[config.mk]
export PLATFORM = sky130hd
export DESIGN_NAME = uuid_keyed_table_scan_top_flat
export DESIGN_NICKNAME = d
export VERILOG_FILES = /design/src/rtl/core/uks_pkg.sv /design/src/rtl/core/uks_in_if.sv /design/src/rtl/core/uks_out_if.sv /design/src/rtl/core/uks_cfg_regs.sv /design/src/rtl/core/uks_scan_core.sv /design/src/rtl/core/uuid_keyed_table_scan_top.sv /design/src/flat_wrapper.sv
export SDC_FILE = /design/constraint.sdc
export NUM_CORES = 1
export LEC_CHECK = 0
export BUFFER_PORTS_ARGS = -buffer_cell sky130_fd_sc_hd__buf_2
export CAP_MARGIN = 30
export CORE_ASPECT_RATIO = 2
export CORE_MARGIN = 2
export CORE_UTILIZATION = 55
export CTS_CLUSTER_DIAMETER = 120
export DETAILED_ROUTE_END_ITERATION = 8
export MAX_ROUTING_LAYER = met4
export PLACE_DENSITY = 0.74
export SETUP_SLACK_MARGIN = 0.1
export SYNTH_ARGS = -nofsm -noshare
export SYNTH_HDL_FRONTEND = slang
export SYNTH_SLANG_ARGS = --single-unit
[constraint.sdc]
create_clock -name i_clk -period 4.3 [get_ports i_clk]
set_clock_uncertainty 0.1 [all_clocks]
set_input_delay 0.215 -clock i_clk [delete_from_list [all_inputs] [get_ports i_clk]]
set_output_delay 0.215 -clock i_clk [all_outputs]
set_load 0.03 [all_outputs]
[src/rtl/core/uks_pkg.sv]
// shared constants, types and character checks for the uuid keyed table scan
package uks_pkg;

    localparam int ENTRY_BYTES  = 38;
    localparam int SECTOR_BYTES = 4096;
    localparam int UUID_CHARS   = 36;

    localparam int POS_W     = 6;
    localparam int BYTE_W    = 8;
    localparam int ADDR_W    = 32;
    localparam int SECTOR_W  = 16;
    localparam int CFG_W     = 64;
    localparam int KEY_WORDS = 5;
    localparam int CFG_IDX_W = 3;

    localparam logic [BYTE_W-1:0] CH_HYPHEN = 8'h2d;
    localparam logic [BYTE_W-1:0] CH_0      = 8'h30;
    localparam logic [BYTE_W-1:0] CH_4      = 8'h34;
    localparam logic [BYTE_W-1:0] CH_8      = 8'h38;
    localparam logic [BYTE_W-1:0] CH_9      = 8'h39;
    localparam logic [BYTE_W-1:0] CH_UA     = 8'h41;
    localparam logic [BYTE_W-1:0] CH_UB     = 8'h42;
    localparam logic [BYTE_W-1:0] CH_UF     = 8'h46;
    localparam logic [BYTE_W-1:0] CH_LA     = 8'h61;
    localparam logic [BYTE_W-1:0] CH_LB     = 8'h62;
    localparam logic [BYTE_W-1:0] CH_LF     = 8'h66;

    localparam logic [POS_W-1:0] POS_HYPHEN0 = 6'd8;
    localparam logic [POS_W-1:0] POS_HYPHEN1 = 6'd13;
    localparam logic [POS_W-1:0] POS_VERSION = 6'd14;
    localparam logic [POS_W-1:0] POS_HYPHEN2 = 6'd18;
    localparam logic [POS_W-1:0] POS_VARIANT = 6'd19;
    localparam logic [POS_W-1:0] POS_HYPHEN3 = 6'd23;
    localparam logic [POS_W-1:0] POS_SEC_LO  = POS_W'(UUID_CHARS);
    localparam logic [POS_W-1:0] POS_SEC_HI  = POS_W'(UUID_CHARS + 1);
    localparam logic [POS_W-1:0] POS_LAST    = POS_W'(ENTRY_BYTES - 1);

    typedef enum logic [CFG_IDX_W-1:0] {
        CFG_KEY0 = 3'd0,
        CFG_KEY1 = 3'd1,
        CFG_KEY2 = 3'd2,
        CFG_KEY3 = 3'd3,
        CFG_KEY4 = 3'd4,
        CFG_BASE = 3'd5
    } t_cfg_idx;

    typedef struct packed {
        logic [KEY_WORDS-1:0][CFG_W-1:0] key_word;
        logic [ADDR_W-1:0]               base;
    } t_cfg;

    function automatic logic is_hex(input logic [BYTE_W-1:0] c);
        return (c >= CH_0 && c <= CH_9) || (c >= CH_LA && c <= CH_LF) ||
               (c >= CH_UA && c <= CH_UF);
    endfunction

    function automatic logic form_ok_at(input logic [POS_W-1:0] pos,
                                        input logic [BYTE_W-1:0] c);
        logic ok;
        priority if (pos == POS_HYPHEN0 || pos == POS_HYPHEN1 ||
                     pos == POS_HYPHEN2 || pos == POS_HYPHEN3) begin
            ok = (c == CH_HYPHEN);
        end else if (pos == POS_VERSION) begin
            ok = (c == CH_4);
        end else if (pos == POS_VARIANT) begin
            ok = (c == CH_8) || (c == CH_9) || (c == CH_UA) || (c == CH_UB) ||
                 (c == CH_LA) || (c == CH_LB);
        end else begin
            ok = is_hex(c);
        end
        return ok;
    endfunction

endpackage

[src/rtl/core/uks_in_if.sv]
// input channel: one table byte per beat
interface uks_in_if;
    logic       valid;
    logic       ready;
    logic [7:0] table_byte;
    logic       region_end;

    modport source (output valid, output table_byte, output region_end, input ready);
    modport sink   (input valid, input table_byte, input region_end, output ready);
endinterface

[src/rtl/core/uks_out_if.sv]
// output channel: one lookup result per beat
interface uks_out_if;
    logic        valid;
    logic        ready;
    logic        lookup_status;
    logic [31:0] found_address;
    logic [15:0] found_sector;

    modport source (output valid, output lookup_status, output found_address,
                    output found_sector, input ready);
    modport sink   (input valid, input lookup_status, input found_address,
                    input found_sector, output ready);
endinterface

[src/rtl/core/uks_cfg_regs.sv]
// key and base address registers behind the write port
module uks_cfg_regs
    import uks_pkg::*;
(
    input  logic                 i_clk,
    input  logic                 i_rst_n,
    input  logic                 i_cfg_we,
    input  logic [CFG_IDX_W-1:0] i_cfg_index,
    input  logic [CFG_W-1:0]     i_cfg_data,
    output t_cfg                 o_cfg
);

    t_cfg r_cfg;

    always_ff @(posedge i_clk) begin
        if (!i_rst_n) begin
            r_cfg <= '0;
        end else if (i_cfg_we) begin
            case (t_cfg_idx'(i_cfg_index))
                CFG_KEY0: begin
                    r_cfg.key_word[0] <= i_cfg_data;
                end
                CFG_KEY1: begin
                    r_cfg.key_word[1] <= i_cfg_data;
                end
                CFG_KEY2: begin
                    r_cfg.key_word[2] <= i_cfg_data;
                end
                CFG_KEY3: begin
                    r_cfg.key_word[3] <= i_cfg_data;
                end
                CFG_KEY4: begin
                    // only four key characters live in the last word
                    r_cfg.key_word[4] <= {{(CFG_W-ADDR_W){1'b0}}, i_cfg_data[ADDR_W-1:0]};
                end
                CFG_BASE: begin
                    r_cfg.base <= i_cfg_data[ADDR_W-1:0];
                end
                default: begin
                end
            endcase
        end
    end

    assign o_cfg = r_cfg;

endmodule

[src/rtl/core/uks_scan_core.sv]
// input register, per-byte scan state update and result register
module uks_scan_core
    import uks_pkg::*;
(
    input  logic        i_clk,
    input  logic        i_rst_n,
    input  t_cfg        i_cfg,
    uks_in_if.sink      i_in,
    uks_out_if.source   o_out
);

    // input register
    logic              r_in_valid;
    logic [BYTE_W-1:0] r_byte;
    logic              r_last;

    // scan state
    logic [POS_W-1:0]  r_pos,      n_pos;
    logic              r_key_eq,   n_key_eq;
    logic [BYTE_W-1:0] r_sec_lo,   n_sec_lo;
    logic [BYTE_W-1:0] r_sec_hi,   n_sec_hi;
    logic              r_decided,  n_decided;

    // result register
    logic                r_out_valid;
    logic                r_status;
    logic [ADDR_W-1:0]   r_addr;
    logic [SECTOR_W-1:0] r_sector;

    logic                advance;
    logic                emit;
    logic                emit_found;
    logic [CFG_W-1:0]    key_sel;
    logic [BYTE_W-1:0]   key_char;
    logic [SECTOR_W-1:0] sector;
    logic [ADDR_W-1:0]   n_addr;

    assign advance    = r_in_valid && (!r_out_valid || o_out.ready);
    assign i_in.ready = !r_in_valid || advance;

    always_comb begin
        key_sel = '0;
        if (r_pos[POS_W-1:3] < 3'(KEY_WORDS)) begin
            key_sel = i_cfg.key_word[r_pos[POS_W-1:3]];
        end
    end
    assign key_char = key_sel[{r_pos[2:0], 3'b000} +: BYTE_W];

    always_comb begin
        n_pos      = r_pos;
        n_key_eq   = r_key_eq;
        n_sec_lo   = r_sec_lo;
        n_sec_hi   = r_sec_hi;
        n_decided  = r_decided;
        emit       = 1'b0;
        emit_found = 1'b0;
        sector     = '0;
        if (advance) begin
            if (!r_decided) begin
                if (r_pos == '0 && r_byte == '0) begin
                    // empty entry ends the table
                    emit      = 1'b1;
                    n_decided = 1'b1;
                end else if (r_pos < POS_SEC_LO) begin
                    n_key_eq = r_key_eq && (r_byte == key_char);
                    // a malformed uuid ends the scan at once
                    if (!form_ok_at(r_pos, r_byte)) begin
                        emit      = 1'b1;
                        n_decided = 1'b1;
                    end
                end else if (r_pos == POS_SEC_LO) begin
                    n_sec_lo = r_byte;
                end else if (r_pos == POS_SEC_HI) begin
                    n_sec_hi = r_byte;
                end

                if (!n_decided) begin
                    if (r_pos >= POS_LAST) begin
                        if (n_key_eq) begin
                            emit       = 1'b1;
                            emit_found = 1'b1;
                            n_decided  = 1'b1;
                            // taken before a region end clears the sector bytes
                            sector     = {n_sec_hi, n_sec_lo};
                        end else begin
                            n_pos    = '0;
                            n_key_eq = 1'b1;
                            n_sec_lo = '0;
                            n_sec_hi = '0;
                        end
                    end else begin
                        n_pos = r_pos + 1'b1;
                    end
                end

                if (!n_decided && r_last) begin
                    emit      = 1'b1;
                    n_decided = 1'b1;
                end
            end

            // end of region rearms for the next scan
            if (r_last) begin
                n_pos     = '0;
                n_key_eq  = 1'b1;
                n_sec_lo  = '0;
                n_sec_hi  = '0;
                n_decided = 1'b0;
            end
        end
    end

    assign n_addr = i_cfg.base + ADDR_W'(ADDR_W'(sector) * ADDR_W'(SECTOR_BYTES));

    always_ff @(posedge i_clk) begin
        if (!i_rst_n) begin
            r_in_valid <= 1'b0;
        end else if (i_in.valid && i_in.ready) begin
            r_in_valid <= 1'b1;
        end else if (advance) begin
            r_in_valid <= 1'b0;
        end
    end

    always_ff @(posedge i_clk) begin
        if (i_in.valid && i_in.ready) begin
            r_byte <= i_in.table_byte;
            r_last <= i_in.region_end;
        end
    end

    always_ff @(posedge i_clk) begin
        if (!i_rst_n) begin
            r_pos     <= '0;
            r_key_eq  <= 1'b1;
            r_sec_lo  <= '0;
            r_sec_hi  <= '0;
            r_decided <= 1'b0;
        end else begin
            r_pos     <= n_pos;
            r_key_eq  <= n_key_eq;
            r_sec_lo  <= n_sec_lo;
            r_sec_hi  <= n_sec_hi;
            r_decided <= n_decided;
        end
    end

    always_ff @(posedge i_clk) begin
        if (!i_rst_n) begin
            r_out_valid <= 1'b0;
        end else if (advance && emit) begin
            r_out_valid <= 1'b1;
        end else if (o_out.ready) begin
            r_out_valid <= 1'b0;
        end
    end

    always_ff @(posedge i_clk) begin
        if (advance && emit) begin
            r_status <= !emit_found;
            r_addr   <= emit_found ? n_addr : '0;
            r_sector <= emit_found ? sector : '0;
        end
    end

    assign o_out.valid         = r_out_valid;
    assign o_out.lookup_status = r_status;
    assign o_out.found_address = r_addr;
    assign o_out.found_sector  = r_sector;

endmodule

[src/rtl/core/uuid_keyed_table_scan_top.sv]
// Scans a lookup region one byte per beat for the entry whose text uuid equals the
// configured key, and returns base plus sector times sector size, or not found. It
// takes one byte every cycle; a stalled result register backs up into the one-byte input
// register, so input ready drops only while a result waits and a byte is already held.
// At most one result comes per region; the byte with region end set rearms the scan.
// Key and base registers are written through the plain write port; the user must write
// them only while no scan is in progress, and the block itself does not enforce it.
module uuid_keyed_table_scan_top
    import uks_pkg::*;
(
    input  logic                 i_clk,
    input  logic                 i_rst_n,
    uks_in_if.sink               i_in,
    uks_out_if.source            o_out,
    input  logic                 i_cfg_we,
    input  logic [CFG_IDX_W-1:0] i_cfg_index,
    input  logic [CFG_W-1:0]     i_cfg_data
);

    t_cfg cfg;

    uks_cfg_regs u_cfg_regs (
        .i_clk       (i_clk),
        .i_rst_n     (i_rst_n),
        .i_cfg_we    (i_cfg_we),
        .i_cfg_index (i_cfg_index),
        .i_cfg_data  (i_cfg_data),
        .o_cfg       (cfg)
    );

    uks_scan_core u_scan_core (
        .i_clk   (i_clk),
        .i_rst_n (i_rst_n),
        .i_cfg   (cfg),
        .i_in    (i_in),
        .o_out   (o_out)
    );

endmodule

[src/flat_wrapper.sv]
// flat-port wrapper written by rule: the top's interface ports become plain ports
module uuid_keyed_table_scan_top_flat import uks_pkg::*;
  (i_clk, i_rst_n, i_cfg_we, i_cfg_index, i_cfg_data, i_in_valid, i_in_table_byte, i_in_region_end, i_in_ready, o_out_valid, o_out_lookup_status, o_out_found_address, o_out_found_sector, o_out_ready);
  uks_in_if i_in_i ();
  uks_out_if o_out_i ();
  input  logic i_clk;
  input  logic i_rst_n;
  input  logic i_cfg_we;
  input  logic [CFG_IDX_W-1:0] i_cfg_index;
  input  logic [CFG_W-1:0] i_cfg_data;
  input wire logic [$bits(i_in_i.valid)-1:0] i_in_valid;
  input wire logic [$bits(i_in_i.table_byte)-1:0] i_in_table_byte;
  input wire logic [$bits(i_in_i.region_end)-1:0] i_in_region_end;
  output wire logic [$bits(i_in_i.ready)-1:0] i_in_ready;
  output wire logic [$bits(o_out_i.valid)-1:0] o_out_valid;
  output wire logic [$bits(o_out_i.lookup_status)-1:0] o_out_lookup_status;
  output wire logic [$bits(o_out_i.found_address)-1:0] o_out_found_address;
  output wire logic [$bits(o_out_i.found_sector)-1:0] o_out_found_sector;
  input wire logic [$bits(o_out_i.ready)-1:0] o_out_ready;
  assign i_in_i.valid = i_in_valid;
  assign i_in_i.table_byte = i_in_table_byte;
  assign i_in_i.region_end = i_in_region_end;
  assign i_in_ready = i_in_i.ready;
  assign o_out_valid = o_out_i.valid;
  assign o_out_lookup_status = o_out_i.lookup_status;
  assign o_out_found_address = o_out_i.found_address;
  assign o_out_found_sector = o_out_i.found_sector;
  assign o_out_i.ready = o_out_ready;
  uuid_keyed_table_scan_top u_core (.i_clk(i_clk), .i_rst_n(i_rst_n), .i_in(i_in_i), .o_out(o_out_i), .i_cfg_we(i_cfg_we), .i_cfg_index(i_cfg_index), .i_cfg_data(i_cfg_data));
endmodule
==> impl_results.rst <==
.. list-table::
   :header-rows: 1

   * - Metric
     - Value
   * - Area occupied by multi-input gates
     - 9610 um^2
   * - Number of nets with antenna violations after routing
     - 0
   * - Area enclosed by the die boundary
     - ~36,000 um^2
   * - Router iterations before antenna repair
     - 5
   * - TritonCTS Buffers
     - 38
   * - Std-Cell Core Area
     - 34,200 um^2
   * - Share of the synthesized area in the top cell type
     - 0.364
   * - Wire length of the first global-routing pass
     - 83.8 mm
   * - Drc violations
     - 0
   * - Highest-count cells in the layout ignoring fill and taps
     - nand2_1 (678), dfxtp_1 (344), a21boi_0 (321), buf_2 (130), nor2_1 (77)
   * - Kind of critical path
     - register to register
   * - Vertical die dimension
     - 267 um
   * - Grt ovf
     - 0
   * - Sequential-to-total area share from yosys stat
     - 0.455
   * - Hold/Removal Path Class
     - input port to register
   * - Arr. time, crit path
     - 4130 ps
   * - First-iteration detailed-routing DRC count
     - around 1,100
   * - Area grow syn2layout
     - 14.7%
   * - Area contributors post-synth
     - dfxtp_1 (36%), nand2_1 (13%), a21boi_0 (13%), edfxtp_1 (9.1%), mux4_2 (2.7%)
   * - Final GP Congestion
     - 0.940
   * - Status
     - finished, final reports clean
   * - Final-report hold violation count
     - 0
   * - Cells after synthesis
     - 2,152
   * - Max-slew violation count
     - 0
   * - Hpwl dp
     - 34.6 mm
   * - Count of buffers from port buffering
     - 131
   * - Horizontal die dimension
     - roughly 140 um
   * - Final setup violation count
     - 0
   * - Final #Nets
     - 2,371
   * - Largest area contributor in the synthesized netlist
     - dfxtp_1
   * - Slowest cell on crit path
     - fa_1
   * - CTS sink count
     - between 400 and 500
   * - Worst-path maximum fanout
     - 8
   * - Combined flip-flop and latch cell area
     - 8670 um^2
   * - Count of unique library cells instantiated by Yosys
     - 70
   * - Headroom to the max-slew limit
     - 0.343
   * - Buffers from clock root to sink, at most
     - 3
   * - Slew @ Worst Pin
     - between 900 and 1000 ps
   * - Cell area after placement
     - 19,800 um^2
   * - Crit path capture type
     - register
   * - Share of layout cells above drive strength 1
     - 0.134
   * - Post-synthesis net count
     - 2,254
   * - Leading cell type in the layout, fill and taps excluded
     - nand2_1
   * - CTS root buffer
     - clkbuf_16
   * - Data required time of the worst path
     - 4500 ps
   * - Commonest register cell after synthesis
     - dfxtp_1
   * - Syn_area_per_cell
     - a little under 9 um^2
   * - Number of antenna violations at the first check in global routing
     - 0
   * - Top-level I/O count
     - 132
   * - Overall track demand over capacity in global routing
     - 0.304
   * - Startpoint kind of the worst setup timing path
     - register
   * - Largest net degree at the start of global routing
     - 121
   * - Unrepaired setup endpoints after global routing
     - no
   * - Delay of the slowest critical-path stage
     - 440 ps
   * - DR vias
     - 16,200
   * - Number of global-route vias before repair
     - between 15,000 and 20,000
   * - Leakage component of the power
     - 7.67 nW
   * - Wirelength, routed
     - about 55 mm
   * - Initial cell density of the core
     - 0.556
   * - Number of vias per cell after detailed routing
     - 5.90
   * - Average wire per cell in the routed design
     - 19.9 um
   * - Number of standard cells in the final layout excluding fillers
     - 2,739
   * - Clock tree from TritonCTS
     - done
   * - Post-synthesis sequential element count
     - slightly above 400
   * - CP Buf/Inv Count
     - 4
   * - Placed insts
     - 2,591
   * - Share of async-settable or async-resettable flops after synthesis
     - 0
   * - Maximum resistive drop on vdd
     - between 0.0002 and 0.0003 V
   * - Antenna Cells
     - 0
   * - Yosys Warn Count
     - 0
   * - Final critical path time including I/O delays and setup
     - between 3000 and 4000 ps
   * - Clock transition at the register clock pins on the worst setup and hold paths after CTS
     - 70 ps
   * - Maxcap violations
     - 0
   * - Family of cells with the greatest summed delay on the critical path
     - compound AO/OA/AOI/OAI gates
   * - Number of fillers in the final layout
     - between 2,000 and 3,000
   * - Insertion delay to the later sink of the worst-skew pair
     - 540 ps
   * - Cells traversed along the worst timing path
     - clkinv_2, ha_1, inv_1, o21ai_1, a21oi_1, nand2_1, nor2_4, inv_2, nor2_1, ha_1, inv_1, fa_1, nor2b_2, o31a_1, o21a_1, o31a_1, o2111ai_2, nand3_1, a21oi_1, a31o_2
   * - Period utilization
     - 0.914
   * - Row cnt
     - 96
   * - EDFF count, synth
     - 58
   * - Htree depth
     - 2
   * - Power Density
     - roughly 360 nW/um^2
   * - Final Cell Area
     - 21,800 um^2
   * - Max Fclk
     - ~250 MHz
   * - Area of the mapped netlist
     - roughly 19,000 um^2
## tightest hold or removal path: cells and delay by family
kind                   cells  cell delay, ps
buffers and inverters      1             160
AND/OR/NAND/NOR            2             210
AO/OA/AOI/OAI              1              60
## logic make-up (layout without fill, tap and decap cells)
| logic type | count (synthesis) | in the layout | synth area share |
|---|---|---|---|
| simple gates | 886 | 886 | 0.192 |
| buf+inv | 182 | 328 | 0.0445 |
| mux | 113 | 113 | 0.0844 |
| fa+ha+maj | 21 | 21 | 0.0142 |
| flops | 404 | 404 | 0.455 |
| xor+xnor | 13 | 13 | 0.00598 |
| compound gates | 533 | 533 | 0.204 |
## synthesized netlist by cell type (all sizes together), types with 4 or more instances
| library cell | instances |
|---|---|
| a211o | 4 |
| a211oi | 5 |
| a21boi | 321 |
| a21oi | 50 |
| a221oi | 7 |
| a22o | 19 |
| a22oi | 5 |
| a31oi | 5 |
| and2 | 18 |
| and3 | 7 |
| and3b | 8 |
| buf | 35 |
| clkbuf | 127 |
| dfxtp | 346 |
| edfxtp | 58 |
| ha | 20 |
| inv | 19 |
| mux2 | 31 |
| mux2i | 50 |
| mux4 | 32 |
| nand2 | 680 |
| nand2b | 8 |
| nand3 | 21 |
| nand3b | 8 |
| nand4 | 11 |
| nor2 | 79 |
| nor2b | 12 |
| nor3 | 9 |
| nor3b | 7 |
| o2111ai | 5 |
| o211ai | 5 |
| o21a | 13 |
| o21ai | 30 |
| o221ai | 11 |
| o22a | 4 |
| o22ai | 18 |
| o31ai | 5 |
| or2 | 4 |
| or3 | 9 |
| xnor2 | 7 |
| xor2 | 6 |
## per-stage QoR
step	power [mW]	utilization	setup TNS, ps	hold WS, ps	setup WS, ps
finish	7.86	0.638	0	48.6	370
detailed placement	4.51	0.578	-254	293	-108
global placement	4.50	0.578	0	297	7.15
CTS	7.88	0.636	0	29.2	192
floorplan	4.32	-	0	214	106
global route	8.08	0.638	0	68.8	54.2
## power breakdown
| part | switching, mW | internal, mW | total (mW) | leakage (nW) |
|---|---|---|---|---|
| sequential | 0.0534 | 3.91 | 3.97 | 3.37 |
| combinational | 0.316 | 0.209 | 0.526 | 3.69 |
| clock | 1.47 | 1.89 | 3.37 | 0.606 |
## sequential cells by signal, summed over array words and instances (netlist names)
register / count
u_core.u_cfg_regs.o_cfg: 320
u_core.u_scan_core.r_sec_lo: 8
u_core.u_scan_core.r_in_valid: 1
u_core.u_scan_core.r_key_eq: 1
u_core.u_scan_core.r_last: 1
u_core.u_scan_core.o_out.found_sector: 16
u_core.u_scan_core.r_decided: 1
u_core.u_scan_core.o_out.found_address: 32
u_core.u_scan_core.o_out.valid: 1
u_core.u_scan_core.r_sec_hi: 8
u_core.u_scan_core.r_pos: 6
u_core.u_scan_core.o_out.lookup_status: 1
u_core.u_scan_core.r_byte: 8
## path summary, 6_finish.rpt
path	from	endpoint	slack (ps)	cells after the start
max	u_core.u_scan_core.r_pos[0]	u_core.u_scan_core.o_out.found_address[30]	370	20
min	i_cfg_index[0]	u_core.u_cfg_regs.o_cfg[208]	50	4
max reg2reg	u_core.u_scan_core.r_pos[0]	u_core.u_scan_core.o_out.found_address[30]	370	20
min reg2reg	u_core.u_cfg_regs.o_cfg[217]	u_core.u_cfg_regs.o_cfg[217]	360	2
## metal layers
layer / vias up / global-route usage / share of wire
li1: 7622 / - / -
met1: 7725 / 0.320 / 0.37
met2: 639 / 0.546 / 0.52
met3: 175 / 0.0318 / 0.051
met4: 0 / 0.175 / 0.059
met5: - / - / 0
## cell type report
type	instances	share of cell area
repair buffers	239	0.0775
well taps	441	0.0253
multi-input cells	1566	0.440
inverters	20	0.00350
flip-flops and latches	404	0.397
clock buffers	56	0.0519
clock inverters	13	0.00453
## what timing repair did
action,in CTS,in global routing
setup endpoints to repair,7,7
setup buffers,1,2
gates cloned,0,0
hold buffers,76,0
pin swaps,1,5
hold endpoints to repair,331,0
gates resized for setup,0,8
(Power assumes the default switching activity.)
